File: src/hw/rtl/block_linear_ramp_generator_macros.svh
// Assertion macros for the linear ramp generator.
`ifndef BLOCK_LINEAR_RAMP_GENERATOR_MACROS_SVH
`define BLOCK_LINEAR_RAMP_GENERATOR_MACROS_SVH

// A property that must hold at every clock edge outside reset.
`define BRG_ASSERT_NOW(lbl, prop, msg) \
	lbl: assert property (@(posedge clk) disable iff (!arst_n) (prop)) else $error(msg);

// A condition that must be followed by a consequence in the next cycle.
`define BRG_ASSERT_NEXT(lbl, cond, cons, msg) \
	lbl: assert property (@(posedge clk) disable iff (!arst_n) (cond) |=> (cons)) \
		else $error(msg);

`endif

File: src/hw/rtl/brg_pkg.sv
// Shared widths, codes and types of the linear ramp generator.
`timescale 1ns / 1ps
package brg_pkg;
	localparam int LEVEL_W   = 32;
	localparam int MS_W      = 16;
	localparam int TPM_W     = 24;
	localparam int LOG2_W    = 3;
	localparam int OP_W      = 2;
	localparam int CFG_IDX_W = 2;
	localparam int CFG_DAT_W = 24;
	localparam int DIV_W     = LEVEL_W + 1;
	localparam int FRAC_W    = 16;

	localparam int MAX_BLOCK_DEF = 64;

	localparam logic [TPM_W-1:0]  TPM_RESET  = 24'd49152;
	localparam logic [LOG2_W-1:0] LOG2_RESET = 3'd6;

	localparam logic [OP_W-1:0] OP_SET  = 2'd0;
	localparam logic [OP_W-1:0] OP_STOP = 2'd1;
	localparam logic [OP_W-1:0] OP_TICK = 2'd2;

	localparam logic [CFG_IDX_W-1:0] CFG_TICKS_PER_MS = 2'd0;
	localparam logic [CFG_IDX_W-1:0] CFG_BLOCK_LOG2   = 2'd1;

	// Status of a bit-serial arithmetic unit.
	typedef struct packed {
		logic busy;
		logic done;
	} srl_stat_t;
endpackage

File: src/hw/rtl/brg_channels.sv
// Valid/ready channel interfaces: commands, samples and configuration writes.
`timescale 1ns / 1ps
interface brg_cmd_if import brg_pkg::*; ();
	logic                      valid;
	logic                      ready;
	logic [OP_W-1:0]           op;
	logic signed [LEVEL_W-1:0] goal_level;
	logic [MS_W-1:0]           ramp_ms;
	modport source (output valid, op, goal_level, ramp_ms, input ready);
	modport sink (input valid, op, goal_level, ramp_ms, output ready);
endinterface

interface brg_smp_if import brg_pkg::*; ();
	logic                      valid;
	logic                      ready;
	logic signed [LEVEL_W-1:0] level;
	logic                      last;
	modport source (output valid, level, last, input ready);
	modport sink (input valid, level, last, output ready);
endinterface

interface brg_cfg_if import brg_pkg::*; ();
	logic                 valid;
	logic                 ready;
	logic [CFG_IDX_W-1:0] index;
	logic [CFG_DAT_W-1:0] data;
	modport source (output valid, index, data, input ready);
	modport sink (input valid, index, data, output ready);
endinterface

File: src/hw/rtl/brg_mul.sv
// Bit-serial shift-add multiplier for ramp time times ticks per millisecond.
`timescale 1ns / 1ps
module brg_mul import brg_pkg::*; (
	input  logic             clk,
	input  logic             arst_n,
	input  logic             start,
	input  logic [MS_W-1:0]  ms,
	input  logic [TPM_W-1:0] tpm,
	output srl_stat_t        stat,
	output logic [TPM_W-1:0] ticks
);
	localparam int ACC_W = MS_W + TPM_W;
	localparam int CNT_W = $clog2(MS_W);

	logic             busy_q;
	logic             done_q;
	logic [CNT_W-1:0] cnt_q;
	logic [ACC_W-1:0] acc_q;
	logic [TPM_W-1:0] tpm_q;
	logic [TPM_W:0]   sum;

	// One multiplier bit per cycle: add the multiplicand into the high half, then shift right.
	assign sum = {1'b0, acc_q[ACC_W-1:MS_W]} + (acc_q[0] ? {1'b0, tpm_q} : '0);

	always_ff @(posedge clk or negedge arst_n) begin
		if (!arst_n) begin
			busy_q <= 1'b0;
			done_q <= 1'b0;
			cnt_q  <= '0;
		end else begin
			done_q <= busy_q && !start && (cnt_q == CNT_W'(MS_W - 1));
			if (start) begin
				busy_q <= 1'b1;
				cnt_q  <= '0;
			end else if (busy_q) begin
				cnt_q <= cnt_q + CNT_W'(1);
				if (cnt_q == CNT_W'(MS_W - 1)) begin
					busy_q <= 1'b0;
				end
			end
		end
	end

	always_ff @(posedge clk) begin
		if (start) begin
			acc_q <= {{TPM_W{1'b0}}, ms};
			tpm_q <= tpm;
		end else if (busy_q) begin
			acc_q <= {sum, acc_q[MS_W-1:1]};
		end
	end

	assign stat.busy = busy_q;
	assign stat.done = done_q;
	// The Q24.16 product keeps its integer part only.
	assign ticks = acc_q[ACC_W-1:FRAC_W];
endmodule

File: src/hw/rtl/brg_div.sv
// Bit-serial restoring divider for the per-tick step, truncating toward zero.
`timescale 1ns / 1ps
module brg_div import brg_pkg::*; (
	input  logic               clk,
	input  logic               arst_n,
	input  logic               start,
	input  logic [DIV_W-1:0]   dividend,
	input  logic               neg,
	input  logic [TPM_W-1:0]   divisor,
	output srl_stat_t          stat,
	output logic [LEVEL_W-1:0] quotient
);
	localparam int CNT_W = $clog2(DIV_W);

	logic             busy_q;
	logic             done_q;
	logic [CNT_W-1:0] cnt_q;
	logic [TPM_W-1:0] rem_q;
	logic [DIV_W-1:0] quo_q;
	logic [TPM_W-1:0] dvs_q;
	logic             neg_q;
	logic [TPM_W:0]   trial;
	logic [TPM_W:0]   trial_sub;
	logic             fits;

	assign trial     = {rem_q, quo_q[DIV_W-1]};
	assign fits      = trial >= {1'b0, dvs_q};
	assign trial_sub = trial - {1'b0, dvs_q};

	always_ff @(posedge clk or negedge arst_n) begin
		if (!arst_n) begin
			busy_q <= 1'b0;
			done_q <= 1'b0;
			cnt_q  <= '0;
		end else begin
			done_q <= busy_q && !start && (cnt_q == CNT_W'(DIV_W - 1));
			if (start) begin
				busy_q <= 1'b1;
				cnt_q  <= '0;
			end else if (busy_q) begin
				cnt_q <= cnt_q + CNT_W'(1);
				if (cnt_q == CNT_W'(DIV_W - 1)) begin
					busy_q <= 1'b0;
				end
			end
		end
	end

	// The dividend shifts out at the top while quotient bits shift in at the bottom.
	always_ff @(posedge clk) begin
		if (start) begin
			rem_q <= '0;
			quo_q <= dividend;
			dvs_q <= divisor;
			neg_q <= neg;
		end else if (busy_q) begin
			rem_q <= fits ? trial_sub[TPM_W-1:0] : trial[TPM_W-1:0];
			quo_q <= {quo_q[DIV_W-2:0], fits};
		end
	end

	assign stat.busy = busy_q;
	assign stat.done = done_q;
	assign quotient  = neg_q ? (~quo_q[LEVEL_W-1:0] + LEVEL_W'(1)) : quo_q[LEVEL_W-1:0];
endmodule

File: src/hw/rtl/block_linear_ramp_generator.sv
// Top level of the linear ramp generator: command decode, retarget sequencing, sample output.
`timescale 1ns / 1ps
`include "block_linear_ramp_generator_macros.svh"
// Usage. Commands arrive as items on the cmd channel: set target (goal and ramp time),
// stop, and tick. Each tick produces one block of 2^block_log2 samples on the samples
// channel, the block size capped at MAX_BLOCK, with last marking the final sample.
// Set target and stop produce no items.
// A tick without a pending retarget starts its block on the next cycle and then puts
// out one sample per cycle while the receiver keeps taking them.
// The first tick after a set target with a nonzero ramp time first runs the serial
// multiplier, one ramp-time bit per cycle, and then the serial divider, one quotient
// bit per cycle, before its block starts.
// cmd.ready is high only while no command is being worked on; the next command is taken
// as soon as the final sample of a block sits in the output register.
// A stalled receiver simply holds the output register; samples wait and nothing is lost.
// The cfg channel is always ready; writes belong to idle periods. Index 0 is ticks per
// millisecond, index 1 is block_log2, other indexes are ignored.
// Reset sets level, goal and steps to zero and loads the register defaults.
module block_linear_ramp_generator import brg_pkg::*; #(
	parameter int MAX_BLOCK = MAX_BLOCK_DEF
) (
	input  logic     clk,
	input  logic     arst_n,
	brg_cmd_if.sink  cmd,
	brg_smp_if.source samples,
	brg_cfg_if.sink  cfg
);
	localparam int CNT_W    = $clog2(MAX_BLOCK + 1);
	localparam int MAX_LOG2 = CNT_W - 1;

	typedef enum logic [3:0] {
		ST_IDLE = 4'b0001,
		ST_MUL  = 4'b0010,
		ST_DIV  = 4'b0100,
		ST_EMIT = 4'b1000
	} state_t;

	state_t              state_q;
	logic [TPM_W-1:0]    tpm_q;
	logic [LOG2_W-1:0]   log2_q;
	logic [LEVEL_W-1:0]  goal_q;
	logic [LEVEL_W-1:0]  level_q;
	logic [LEVEL_W-1:0]  step_tick_q;
	logic [LEVEL_W-1:0]  step_smp_q;
	logic [TPM_W-1:0]    ticks_left_q;
	logic                pend_q;
	logic [MS_W-1:0]     pend_ms_q;

	// Sample generator of the block in flight.
	logic [LEVEL_W-1:0]  acc_q;
	logic [LEVEL_W-1:0]  inc_q;
	logic [CNT_W-1:0]    cnt_q;
	logic                out_valid_q;
	logic [LEVEL_W-1:0]  out_level_q;
	logic                out_last_q;

	logic [LOG2_W-1:0]   eff_log2;
	logic [CNT_W-1:0]    n_samp;
	logic [CNT_W-1:0]    cnt_nxt;
	logic                load;
	logic                cmd_acc;

	srl_stat_t           mul_stat;
	srl_stat_t           div_stat;
	logic [TPM_W-1:0]    mul_ticks;
	logic [TPM_W-1:0]    ticks_new;
	logic [LEVEL_W-1:0]  div_quo;
	logic [LEVEL_W-1:0]  smp_new;
	logic [DIV_W-1:0]    diff;
	logic [DIV_W-1:0]    diff_mag;
	logic                mul_start;
	logic                div_start;

	// Block size is block_log2 capped so that the block never exceeds MAX_BLOCK.
	assign eff_log2 = (log2_q > LOG2_W'(MAX_LOG2)) ? LOG2_W'(MAX_LOG2) : log2_q;
	assign n_samp   = CNT_W'(1) << eff_log2;
	assign cnt_nxt  = cnt_q + CNT_W'(1);
	assign load     = (state_q == ST_EMIT) && (!out_valid_q || samples.ready);

	assign cmd.ready = (state_q == ST_IDLE);
	assign cmd_acc   = cmd.valid && cmd.ready;
	assign cfg.ready = 1'b1;

	// A tick count of zero is raised to one.
	assign ticks_new = (mul_ticks == '0) ? TPM_W'(1) : mul_ticks;

	// The level difference is exact in 33 bits; the divider works on its magnitude.
	assign diff      = {goal_q[LEVEL_W-1], goal_q} - {level_q[LEVEL_W-1], level_q};
	assign diff_mag  = diff[DIV_W-1] ? (~diff + DIV_W'(1)) : diff;
	assign smp_new   = $unsigned($signed(div_quo) >>> eff_log2);

	assign mul_start = cmd_acc && (cmd.op == OP_TICK) && pend_q;
	assign div_start = (state_q == ST_MUL) && mul_stat.done;

	brg_mul u_mul (
		.clk    (clk),
		.arst_n (arst_n),
		.start  (mul_start),
		.ms     (pend_ms_q),
		.tpm    (tpm_q),
		.stat   (mul_stat),
		.ticks  (mul_ticks)
	);

	brg_div u_div (
		.clk      (clk),
		.arst_n   (arst_n),
		.start    (div_start),
		.dividend (diff_mag),
		.neg      (diff[DIV_W-1]),
		.divisor  (ticks_new),
		.stat     (div_stat),
		.quotient (div_quo)
	);

	always_ff @(posedge clk or negedge arst_n) begin
		if (!arst_n) begin
			state_q      <= ST_IDLE;
			tpm_q        <= TPM_RESET;
			log2_q       <= LOG2_RESET;
			goal_q       <= '0;
			level_q      <= '0;
			step_tick_q  <= '0;
			step_smp_q   <= '0;
			ticks_left_q <= '0;
			pend_q       <= 1'b0;
			pend_ms_q    <= '0;
			cnt_q        <= '0;
			out_valid_q  <= 1'b0;
		end else begin
			if (cfg.valid) begin
				unique case (cfg.index)
					CFG_TICKS_PER_MS: tpm_q  <= cfg.data[TPM_W-1:0];
					CFG_BLOCK_LOG2:   log2_q <= cfg.data[LOG2_W-1:0];
					default: ;
				endcase
			end

			// The output register fills on a load and empties when the receiver takes it.
			if (load) begin
				out_valid_q <= 1'b1;
			end else if (samples.ready) begin
				out_valid_q <= 1'b0;
			end

			unique case (state_q)
				ST_IDLE: begin
					if (cmd_acc) begin
						unique case (cmd.op)
							OP_SET: begin
								goal_q <= cmd.goal_level;
								if (cmd.ramp_ms == '0) begin
									level_q      <= cmd.goal_level;
									ticks_left_q <= '0;
									pend_q       <= 1'b0;
								end else begin
									pend_q    <= 1'b1;
									pend_ms_q <= cmd.ramp_ms;
								end
							end
							OP_STOP: begin
								goal_q       <= level_q;
								ticks_left_q <= '0;
								pend_q       <= 1'b0;
							end
							OP_TICK: begin
								if (pend_q) begin
									state_q <= ST_MUL;
								end else begin
									// Launch the block with the stored ramp.
									cnt_q   <= '0;
									state_q <= ST_EMIT;
									if (ticks_left_q != '0) begin
										level_q      <= level_q + step_tick_q;
										ticks_left_q <= ticks_left_q - TPM_W'(1);
									end else begin
										level_q <= goal_q;
									end
								end
							end
							default: ;
						endcase
					end
				end
				ST_MUL: begin
					if (mul_stat.done) begin
						ticks_left_q <= ticks_new;
						state_q      <= ST_DIV;
					end
				end
				ST_DIV: begin
					if (div_stat.done) begin
						// The new ramp always has at least one tick, so this block ramps.
						step_tick_q  <= div_quo;
						step_smp_q   <= smp_new;
						pend_q       <= 1'b0;
						level_q      <= level_q + div_quo;
						ticks_left_q <= ticks_left_q - TPM_W'(1);
						cnt_q        <= '0;
						state_q      <= ST_EMIT;
					end
				end
				ST_EMIT: begin
					if (load) begin
						cnt_q <= cnt_nxt;
						if (cnt_nxt == n_samp) begin
							state_q <= ST_IDLE;
						end
					end
				end
				default: state_q <= ST_IDLE;
			endcase
		end
	end

	// Sample datapath: the start value and increment are captured when a block launches.
	always_ff @(posedge clk) begin
		if (cmd_acc && (cmd.op == OP_TICK) && !pend_q) begin
			if (ticks_left_q != '0) begin
				acc_q <= level_q;
				inc_q <= step_smp_q;
			end else begin
				acc_q <= goal_q;
				inc_q <= '0;
			end
		end else if ((state_q == ST_DIV) && div_stat.done) begin
			acc_q <= level_q;
			inc_q <= smp_new;
		end else if (load) begin
			acc_q <= acc_q + inc_q;
		end
		if (load) begin
			out_level_q <= acc_q;
			out_last_q  <= (cnt_nxt == n_samp);
		end
	end

	assign samples.valid = out_valid_q;
	assign samples.level = out_level_q;
	assign samples.last  = out_last_q;

	// Commands are taken only while both serial units are quiet.
	`BRG_ASSERT_NOW(a_ready_units_idle,
		!cmd.ready || (!mul_stat.busy && !div_stat.busy),
		"command taken while an arithmetic unit is busy")
	// The multiplier result is handed straight to the divider.
	`BRG_ASSERT_NEXT(a_mul_then_div,
		(state_q == ST_MUL) && mul_stat.done,
		div_stat.busy && (state_q == ST_DIV),
		"divider did not start after the multiplier")
	// The sample count never runs past the block size.
	`BRG_ASSERT_NOW(a_cnt_in_block,
		(state_q != ST_EMIT) || (cnt_q < n_samp),
		"sample count past the block size")
endmodule

File: src/flat_wrapper.sv
// flat-port wrapper written by rule: the top's interface ports become plain ports
module block_linear_ramp_generator_flat import brg_pkg::*;
#(
	parameter int MAX_BLOCK = MAX_BLOCK_DEF
)
  (clk, arst_n, cmd_valid, cmd_op, cmd_goal_level, cmd_ramp_ms, cmd_ready, samples_valid, samples_level, samples_last, samples_ready, cfg_valid, cfg_index, cfg_data, cfg_ready);
  brg_cmd_if cmd_i ();
  brg_smp_if samples_i ();
  brg_cfg_if cfg_i ();
  input  logic clk;
  input  logic arst_n;
  input wire logic [$bits(cmd_i.valid)-1:0] cmd_valid;
  input wire logic [$bits(cmd_i.op)-1:0] cmd_op;
  input wire logic [$bits(cmd_i.goal_level)-1:0] cmd_goal_level;
  input wire logic [$bits(cmd_i.ramp_ms)-1:0] cmd_ramp_ms;
  output wire logic [$bits(cmd_i.ready)-1:0] cmd_ready;
  output wire logic [$bits(samples_i.valid)-1:0] samples_valid;
  output wire logic [$bits(samples_i.level)-1:0] samples_level;
  output wire logic [$bits(samples_i.last)-1:0] samples_last;
  input wire logic [$bits(samples_i.ready)-1:0] samples_ready;
  input wire logic [$bits(cfg_i.valid)-1:0] cfg_valid;
  input wire logic [$bits(cfg_i.index)-1:0] cfg_index;
  input wire logic [$bits(cfg_i.data)-1:0] cfg_data;
  output wire logic [$bits(cfg_i.ready)-1:0] cfg_ready;
  assign cmd_i.valid = cmd_valid;
  assign cmd_i.op = cmd_op;
  assign cmd_i.goal_level = cmd_goal_level;
  assign cmd_i.ramp_ms = cmd_ramp_ms;
  assign cmd_ready = cmd_i.ready;
  assign samples_valid = samples_i.valid;
  assign samples_level = samples_i.level;
  assign samples_last = samples_i.last;
  assign samples_i.ready = samples_ready;
  assign cfg_i.valid = cfg_valid;
  assign cfg_i.index = cfg_index;
  assign cfg_i.data = cfg_data;
  assign cfg_ready = cfg_i.ready;
  block_linear_ramp_generator #(.MAX_BLOCK(MAX_BLOCK)) u_core (.clk(clk), .arst_n(arst_n), .cmd(cmd_i), .samples(samples_i), .cfg(cfg_i));
endmodule
File: config.mk
export PLATFORM = sky130hd
export DESIGN_NAME = block_linear_ramp_generator_flat
export DESIGN_NICKNAME = d
export VERILOG_FILES = /design/src/hw/rtl/brg_pkg.sv /design/src/hw/rtl/brg_channels.sv /design/src/hw/rtl/brg_mul.sv /design/src/hw/rtl/brg_div.sv /design/src/hw/rtl/block_linear_ramp_generator.sv /design/src/flat_wrapper.sv
export VERILOG_INCLUDE_DIRS = /design/src /design/src/hw/rtl
export SDC_FILE = /design/constraint.sdc
export NUM_CORES = 1
export LEC_CHECK = 0
export BUFFER_PORTS_ARGS = -buffer_cell sky130_fd_sc_hd__clkbuf_2
export CAP_MARGIN = 0
export CORE_ASPECT_RATIO = 1.25
export CORE_MARGIN = 4
export CORE_UTILIZATION = 50
export CTS_CLUSTER_SIZE = 20
export DETAILED_ROUTE_END_ITERATION = 6
export PLACE_DENSITY = 0.67
export SLEW_MARGIN = 20
export SYNTH_ARGS = -nofsm -noshare
export SYNTH_HDL_FRONTEND = slang
export SYNTH_SLANG_ARGS = --single-unit
export TNS_END_PERCENT = 50
File: constraint.sdc
create_clock -name clk -period 5.35 [get_ports clk]
set_clock_uncertainty 0.2 [all_clocks]
set_input_delay 1.07 -clock clk [delete_from_list [all_inputs] [get_ports clk]]
set_output_delay 1.07 -clock clk [all_outputs]
set_load 0.01 [all_outputs]
======== Yosys cells after proc, flatten, opt, wreduce, memory -nomap -nowiden ========
Index checks and enable logic that the tools add are counted.
storage, ports and cells
  register bits ........................... 465
  logic and storage cells ................. 175
  output and inout bits ................... 36
  input bits .............................. 81
operators by class
  $lt $le $gt $ge ......................... 2
  mux-type cells .......................... 64
  bitwise operators ....................... 3
  equality and inequality tests ........... 23
  reductions and logical operators ........ 40
  add/subtract/negate cells ............... 12
  shift operators ......................... 2
operators with widths
  cell                                                 number
  2-to-1 mux 32 bit                                    13
  2-to-1 mux 24 bit                                    9
  one-hot mux 32 bit (2 select lines)                  3
  one-hot mux 24 bit (3 select lines)                  2
  2-to-1 mux 33 bit                                    3
  adder 32 bit                                         3
  2-to-1 mux 4 bit                                     9
  2-to-1 mux 7 bit                                     5
  adder 33 x 1 -> 33 bit (second input constant)       1
  NOT 33 bit                                           1
  subtractor 32 x 32 -> 33 bit                         1
  adder 32 x 1 -> 32 bit (second input constant)       1
  2-to-1 mux 16 bit                                    2
  NOT 32 bit                                           1
  >>> shifter 32 x 3 -> 32 bit                         1
  adder 24 x 24 -> 25 bit                              1
  greater-or-equal comparator 25 x 24 -> 1 bit         1
  zero test 24 bit                                     1
  nonzero test 24 bit                                  1
  subtractor 24 x 1 -> 24 bit (second input constant)  1
  subtractor 24 bit                                    1
  one-hot mux 7 bit (3 select lines)                   1
  AND reduction 6 bit                                  3
  zero test 16 bit                                     1
  other kinds (33)                                     80

======== Longest topological paths before layout ========
Gate-level depths: netlist (run 1).
  depth after elaboration ................. 7
  mapped depth ............................ 20

======== Cells and area by module ========
A second synthesis (run 1) with hierarchy kept.
second synthesis, totals
  cells, all modules ...................... 3,403
  area total of the unflattened synthesis .. 31,427.6 um2
by module, submodules not included
  module                       area each (um2)  times used  cells an instance
  block_linear_ramp_generator  21,929.8         1           2,496
  brg_div                      5,436.5          1           523
  brg_mul                      4,061.4          1           384

======== Worst setup path before layout (run 1) ========
Ideal clock, no wire load.
  path kind ............................... flip-flop to flip-flop
  start point ............................. register u_core.u_div.quo_q[14]
  end point ............................... register u_core.level_q[31]
  stages on the path, launching flop included .. 20
  period minus slack after synthesis ...... 4.924 ns
  required time ........................... 5.012 ns
  path slack .............................. 0.426 ns
  buffers on the path ..................... 1
  data arrival time ....................... 4.586 ns
  setup time .............................. 0.138 ns
  path through ............................ edfxtp_1 -> buf_6 -> or4_1 -> or3_1 -> or4_1 -> or2_4 -> nand2_1 -> xor2_1 -> inv_1 -> ha_1 -> a21o_1 -> a21oi_1 -> and3_1 -> a32oi_1 -> a21boi_0 -> o21ai_0 -> a21oi_1 -> xnor2_1 -> mux2i_1 -> o211ai_1
on the way
  longest elaborated chain between the ends .. 6
RTL lines
  element                              RTL line                            source
  start: declaration                   brg_div.sv:19                       logic [DIV_W-1:0] quo_q;
  start signal: assignment             brg_div.sv:53                       quo_q <= dividend;
  start signal: assignment             brg_div.sv:58                       quo_q <= {quo_q[DIV_W-2:0], fits};
  NOT 32 bit                           brg_div.sv:64                       assign quotient = neg_q ? (~quo_q[LEVEL_W-1:0] + LEVEL_W'(1)) : quo_q[LEVEL_W-1:0];
  adder 32 x 1 -> 32 bit               brg_div.sv:64
  2-to-1 mux 32 bit                    brg_div.sv:64
  net u_core.div_quo[23]               block_linear_ramp_generator.sv:67   logic [LEVEL_W-1:0] div_quo;
  adder 32 bit                         block_linear_ramp_generator.sv:197  level_q <= level_q + div_quo;
  2-to-1 mux 32 bit                    block_linear_ramp_generator.sv:192  if (div_stat.done) begin
  one-hot mux 32 bit (2 select lines)  block_linear_ramp_generator.sv:146  unique case (state_q)
  end signal: assignment               block_linear_ramp_generator.sv:153  level_q <= cmd.goal_level;
  end signal: assignment               block_linear_ramp_generator.sv:174  level_q <= level_q + step_tick_q;
  end signal: assignment               block_linear_ramp_generator.sv:197
  end: declaration                     block_linear_ramp_generator.sv:42   logic [LEVEL_W-1:0] level_q;
The timed path passes the listed nets, and every way through them passes these cells. The select of a mux whose other input is x is not followed.
A chain may end at the register's enable or synchronous reset.

======== Worst setup path in the final report (run 1) ========
  start point ............................. register u_core.u_div.quo_q[3]
  end point ............................... register u_core.level_q[31]
Same word-level chain as after synthesis.

==> flow_summary.ini, run 1 <==
[synthesis]
syn-mean-instance-area_sq_um = 9.09
synth_seq_area_share_pct = 40.7
synthFlopType = dfrtp_1
ys.warnings.count = 0
yosysMostFrequentCell = nand2_1
syn-cell-area_sq_um = 30400
yosysTopAreaCell = edfxtp_1
syn-num-nets = 3611
synth_edf_count = 195
ys_ff_latch = 464
synth_cells = 3340
synth_top_area_share_pct = 19.3
synthTopCellsByArea = edfxtp_1 (19%), dfrtp_1 (18%), ha_1 (7.6%)
netlist_top_cells_count = nand2_1 (407), o21ai_0 (315), a21oi_1 (267)
synth_cell_types = 96
async_reset_ff_share_pct = 47.6

[detailed_routing]
routed_wl_microns = 87100
drtIter0Drc = 2125
routedWlPerCell_microns = 20.7
firstDrtPassIters = 6
drc = 0
vias_per_cell = 6.04
drtAntennaViolNets = 0
num_vias = 25400

[critical_path]
startpoint_type = flip-flop
r2r-end = u_core.level_q[31]
cp.arrival_ns = 5.35
cp_max_fo = 5
cp.required_ns = 5.62
regToRegSetupSlack_ns = 0.26
rr_worst_depth = 20
crit_start = u_core.u_div.quo_q[3]
crit_path_end = u_core.level_q[31]
worst_setup_path_end_kind = flip-flop
critPathKind = flip-flop to flip-flop
reg2reg_from = u_core.u_div.quo_q[3]

[die]
die_x_microns = 228
io_pins = 117
core.rowCount = 100
initial_utilization_pct = 50.8
die_h_microns = 283
fp.dieArea_sq_um = 64700
core_area_sq_um = 59800

[global_routing]
grt-ovfl-total = 0
track_usage_pct = 26.0
antenna_found_initial = 1
grt_pass1_vias = 25300
grt_pass1_wl_microns = 137000
grt_max_degree = 119

[clock_tree]
cts_hold_buf = 0
max-clock-path-buffers = 3
path_clk_slew_ns = 0.06
clkSinkCount = 464
clkLatencyLatePin_ns = 0.61
cts_root_buf = clkbuf_16
cts-buffers-inserted = 51
htreeDepth = 2
cts_tree = built

[finish]
multiInputGateArea_sq_um = 16900
final_area_sq_um = 33700
instances_no_fill = 4213
area_growth_pct = 11.0
seqCellArea_sq_um = 12400
final_util_pct = 56.3
drive_above_1_share_pct = 11.3
nFillCells = 5322
antenna_cells = 0
finalNetCount = 3676

[placement]
dpl_cell_area_sq_um = 31800
dp_cells = 4113
hpwl_microns = 65500
place_ws_ns = 0.217
port_buffers = 115
routabilityCongestion = 0.962

[flow_run]
maxCapViolCount = 0

[outcome]
outcome = complete, no violations

[sta]
period_minus_slack_ns = 5.09
tightest_slew_ns = 1.04
layout_setup_ws_ns = 0.264
holdWs_ns = 0.240
rsz0062_at_grt = true
setup_tns_ns = 0
finalCritPeriodShare_pct = 95.1
slew_headroom_pct = 29.1
setup_violations = 0
hold_viol_final = 0
fmax_mhz = 197
drv_slew = 0

[power_and_ir_drop]
power_density_nw_per_um2 = 477
p_total_mw = 16.1
power_leakage_nw = 14.6
ir_worst_vdd_v = 0.000304

[worst_hold_path]
hold_path_class = flip-flop to flip-flop
-- placed cells by master (no fill, tap or decap), types with 14 or more instances in the layout --
cell type,instances
a211oi_1,49
a21o_1,72
a21oi_1,265
a22o_1,26
a22oi_1,40
a31oi_1,18
and2_1,34
and3_1,19
buf_4,69
clkbuf_16,52
clkbuf_2,114
dfrtp_1,216
dfxtp_1,48
edfxtp_1,195
ha_1,182
inv_1,150
mux2_2,61
mux2i_1,98
nand2_1,405
nand2b_1,25
nand3_1,57
nand4_1,25
nor2_1,220
nor2b_1,37
nor3_1,48
nor4_1,24
o211ai_1,39
o21a_1,17
o21ai_0,312
o21ai_1,29
o21bai_1,17
o22ai_1,14
o31ai_1,18
or3_1,15
xnor2_1,105
xor2_1,101
-- where the power goes --
part	internal (mW)	switching, mW	leakage, nW
clock	2.22	1.53	0.864
sequential	4.37	0.689	5.01
combinational	2.93	4.34	8.75
-- cell type report --
class / count / area share (%)
Timing Repair Buffer: 187 / 3.45
Clock buffer: 64 / 4.20
Multi-Input combinational cell: 2547 / 50.0
Tap cell: 765 / 2.84
Clock inverter: 32 / 1.07
Sequential cell: 464 / 36.7
Inverter: 154 / 1.72
-- how the worst min path moves through the flow --
| stage | startpoint | end | slack, ns | depth (start not counted) |
|---|---|---|---|---|
| after floorplan | u_core.tpm_q[0] | u_core.u_mul.tpm_q[0] | 0.22 | 0 |
| after detailed placement | u_core.tpm_q[20] | u_core.u_mul.tpm_q[20] | 0.23 | 0 |
| after global placement | u_core.tpm_q[10] | u_core.u_mul.tpm_q[10] | 0.23 | 0 |
| after CTS | u_core.tpm_q[22] | u_core.u_mul.tpm_q[22] | 0.24 | 0 |
| final | u_core.tpm_q[22] | u_core.u_mul.tpm_q[22] | 0.24 | 0 |
| after global routing | u_core.tpm_q[22] | u_core.u_mul.tpm_q[22] | 0.25 | 0 |
-- registers in the layout (all words and copies together), names as in the netlist, 6 cells and up --
register              count
u_core.ticks_left_q      24
u_core.u_div.quo_q       33
u_core.u_div.rem_q       24
u_core.cnt_q              7
u_core.samples.level     32
u_core.step_smp_q        32
u_core.tpm_q             24
u_core.u_div.cnt_q        6
u_core.u_mul.tpm_q       24
u_core.u_div.dvs_q       24
u_core.inc_q             32
u_core.pend_ms_q         16
u_core.goal_q            32
u_core.step_tick_q       31
u_core.u_mul.acc_q       40
u_core.level_q           32
u_core.acc_q             32
-- routing by layer --
metal,wire (microns),GRT usage [%],up-vias
li1,-,-,12200
met1,36500,32.6,12200
met2,43700,46.7,800
met3,4000,2.99,173
met4,2910,8.67,0
met5,0,0,-
-- critical path, cell delays in order (launching register included) --
cell and delay, ns:
edfxtp_1 0.46, nor4_1 0.39, nand3_1 0.26, o41ai_2 0.31, xor2_1 0.32, inv_1 0.11, ha_1 0.37, nand4_1 0.14
nor2_1 0.05, a2111oi_0 0.41, o21ai_0 0.18, buf_4 0.18, a311oi_1 0.28, buf_4 0.19, a32oi_1 0.10, a21boi_1 0.24
o21ai_0 0.12, a21oi_1 0.19, xnor2_1 0.16, mux2i_1 0.20, o211ai_1 0.09
-- what timing repair did --
| action | 4_1_cts | 5_1_grt |
|---|---|---|
| setup buffers | 0 | 4 |
| resized for setup | 0 | 9 |
| setup endpoints to repair | 0 | 6 |
| hold endpoints to repair | 0 | 0 |
-- cell families (layout without fill, tap and decap cells) --
group	count (synthesis)	count (layout)	synth area share (%)
xor gates and xnor gates	207	207	6.00
DFF	464	464	40.7
buffers and inverters	329	437	4.11
other	1	1	0.0124
adders and majority gates	191	191	8.01
muxes	160	160	5.57
and+or+nand+nor	961	961	14.4
AOI/OAI and AO/OA	1027	1027	21.2
Power figures use the tool's default switching activity.
==> run 2: changes to the inputs <==
--- a/config.mk
+++ b/config.mk
@@ -6,6 +6,7 @@
 export SDC_FILE = /design/constraint.sdc
 export NUM_CORES = 1
 export LEC_CHECK = 0
+export ABC_AREA = 1
 export BUFFER_PORTS_ARGS = -buffer_cell sky130_fd_sc_hd__clkbuf_2
 export CAP_MARGIN = 0
 export CORE_ASPECT_RATIO = 1.25
@@ -13,7 +14,7 @@
 export CORE_UTILIZATION = 50
 export CTS_CLUSTER_SIZE = 20
 export DETAILED_ROUTE_END_ITERATION = 6
-export PLACE_DENSITY = 0.67
+export PLACE_DENSITY = 0.66
 export SLEW_MARGIN = 20
 export SYNTH_ARGS = -nofsm -noshare
 export SYNTH_HDL_FRONTEND = slang
==> flow_summary.ini, run 2 <==
[clock_tree]
clkLatencyLatePin_ns = 0.66
cts_tree = built
post_cts_buffers = 0
clkSinkCount = 464
htreeDepth = 2
post_cts_resized = 0
cts-buffers-inserted = 52
cts_hold_buf = 0
cts_root_buf = clkbuf_16
path_clk_slew_ns = 0.06
max-clock-path-buffers = 3

[die]
die_h_microns = 299
initial_utilization_pct = 50.6
die_x_microns = 241
core_area_sq_um = 67100
fp.dieArea_sq_um = 72100
io_pins = 117
core.rowCount = 106

[global_routing]
grt_pass1_vias = 31100
grt_max_degree = 97
antenna_found_initial = 1
grt-ovfl-total = 0
track_usage_pct = 32.5
grt_pass1_wl_microns = 180000

[finish]
multiInputGateArea_sq_um = 18800
nFillCells = 6597
top_register = u_core.u_mul.acc_q
mostFrequentLayoutCell = nand2_1
finalNetCount = 5123
drive_above_1_share_pct = 7.17
antenna_cells = 0
largest_register_ffs = 40
layout_common_cells = nand2_1 (1474), inv_1 (541), nor2_1 (383)
area_growth_pct = 9.30
top_regs = u_core.u_mul.acc_q (40), u_core.u_div.quo_q (33)
seqCellArea_sq_um = 12400

[critical_path]
critPathKind = flip-flop to flip-flop
rr_worst_depth = 19
crit_path_end = u_core.level_q[23]
cpLargestDelayFamily = simple AND/OR/NAND/NOR gates
slowest_stage = edfxtp_1
cpPeakStageDelay_ns = 0.45
r2r-end = u_core.level_q[23]
worst_setup_path_end_kind = flip-flop
cp.depth = 19
path_cells = inv_1 > ha_1 > nand3_1 > nor2_1 > nand3_1 > nand2_1 > xor2_1 > inv_1 > ha_1 > nand2_1 > o21ai_0 > a21oi_1 > nand2_1 > nand3_1 > nand3b_1 > nand3_1 > nand2_1 > inv_1 > a21boi_1
crit_start = u_core.u_div.quo_q[0]
cp.required_ns = 5.69
regToRegSetupSlack_ns = 1.31
cp.arrival_ns = 4.38
startpoint_type = flip-flop
path_buf_inv = 3
cp_max_fo = 5
reg2reg_from = u_core.u_div.quo_q[0]

[power_and_ir_drop]
p_total_mw = 22.1
power_density_nw_per_um2 = 596
power_leakage_nw = 18.1
ir_worst_vdd_v = 0.000479

[synthesis]
ys_ff_latch = 464
syn-num-nets = 5083
async_reset_ff_share_pct = 47.6
syn-mean-instance-area_sq_um = 7.05
yosysMostFrequentCell = nand2_1
synthTopCellsByArea = edfxtp_1 (17%), nand2_1 (16%), dfrtp_1 (16%)
netlist_top_cells_count = nand2_1 (1474), inv_1 (543), nor2_1 (385)
yosysTopAreaCell = edfxtp_1
synth_top_area_share_pct = 17.3
synthFlopType = dfrtp_1
synth_cell_types = 67
synth_edf_count = 195
syn-cell-area_sq_um = 33900
ys.warnings.count = 0
synth_cells = 4812
synth_seq_area_share_pct = 36.4

[sta]
finalCritPeriodShare_pct = 75.5
drv_slew = 0
holdWs_ns = 0.245
tightest_slew_ns = 1.15
setup_violations = 0
slew_headroom_pct = 22.4
period_minus_slack_ns = 4.04
rsz0062_at_grt = false
setup_tns_ns = 0
fmax_mhz = 248
hold_viol_final = 0

[detailed_routing]
routedWlPerCell_microns = 20.8
drtIter0Drc = 2831
drc = 0
firstDrtPassIters = 6
vias_per_cell = 5.68
routed_wl_microns = 120000
num_vias = 32700
drtAntennaViolNets = 0

[flow_run]
maxCapViolCount = 0

[placement]
hpwl_microns = 92400
routabilityCongestion = 1.07
port_buffers = 115

[worst_hold_path]
hold_path_class = flip-flop to flip-flop

[outcome]
outcome = complete, no violations
## run 2: logic make-up after synthesis
family	share of synthesized area, %
AO/OA/AOI/OAI	14.0
XOR/XNOR	3.79
AND/OR/NAND/NOR	29.6
multiplexers	0.697
other	0.0111
buffers and inverters	8.36
adder cells (fa/ha/maj)	7.14
flip-flops	36.4
## run 2: cell type report
type	instances	area share (%)
Timing Repair Buffer	152	2.40
Clock inverter	37	1.36
Inverter	562	5.70
Sequential cell	464	33.3
Tap cell	864	2.92
Multi-Input combinational cell	3620	50.7
Clock buffer	61	3.65
## run 2: how the worst min path moves through the flow
stage,startpoint,end,slack [ns],depth (start not counted)
floorplan,u_core.tpm_q[10],u_core.u_mul.tpm_q[10],0.22,0
global placement,u_core.tpm_q[23],u_core.u_mul.tpm_q[23],0.23,0
detailed placement,u_core.tpm_q[19],u_core.u_mul.tpm_q[19],0.23,0
CTS,u_core.tpm_q[19],u_core.u_mul.tpm_q[19],0.25,0
global route,u_core.tpm_q[19],u_core.u_mul.tpm_q[19],0.25,0
finish,u_core.tpm_q[19],u_core.u_mul.tpm_q[19],0.24,0
## run 2: layer usage
metal	GRT usage, %	share of wire, %	up-vias
met3	4.78	5.9	410
met4	23.2	8.8	2
met2	54.4	47	1242
li1	-	-	16000
met1	38.0	38	15100
met5	0	0.012	-
## run 2: where the power goes
group | switching, mW | internal (mW) | total (mW)
Combinational | 8.80 | 3.89 | 12.7
Sequential | 0.881 | 4.61 | 5.49
Clock | 1.65 | 2.28 | 3.93
## run 2: through the flow
stage          worst slack (ns)  cell area (sq um)  cells  util (%)
4_1_cts                    1.41              37100   5760      55.2
6_report                   1.31              37100   5760      55.3
2_1_floorplan             0.988              33900   4812         -
5_1_grt                   0.988              37100   5760      55.3
3_5_place_dp               1.34              35200   5662      52.5
3_3_place_gp               1.40              35200   5662      52.5
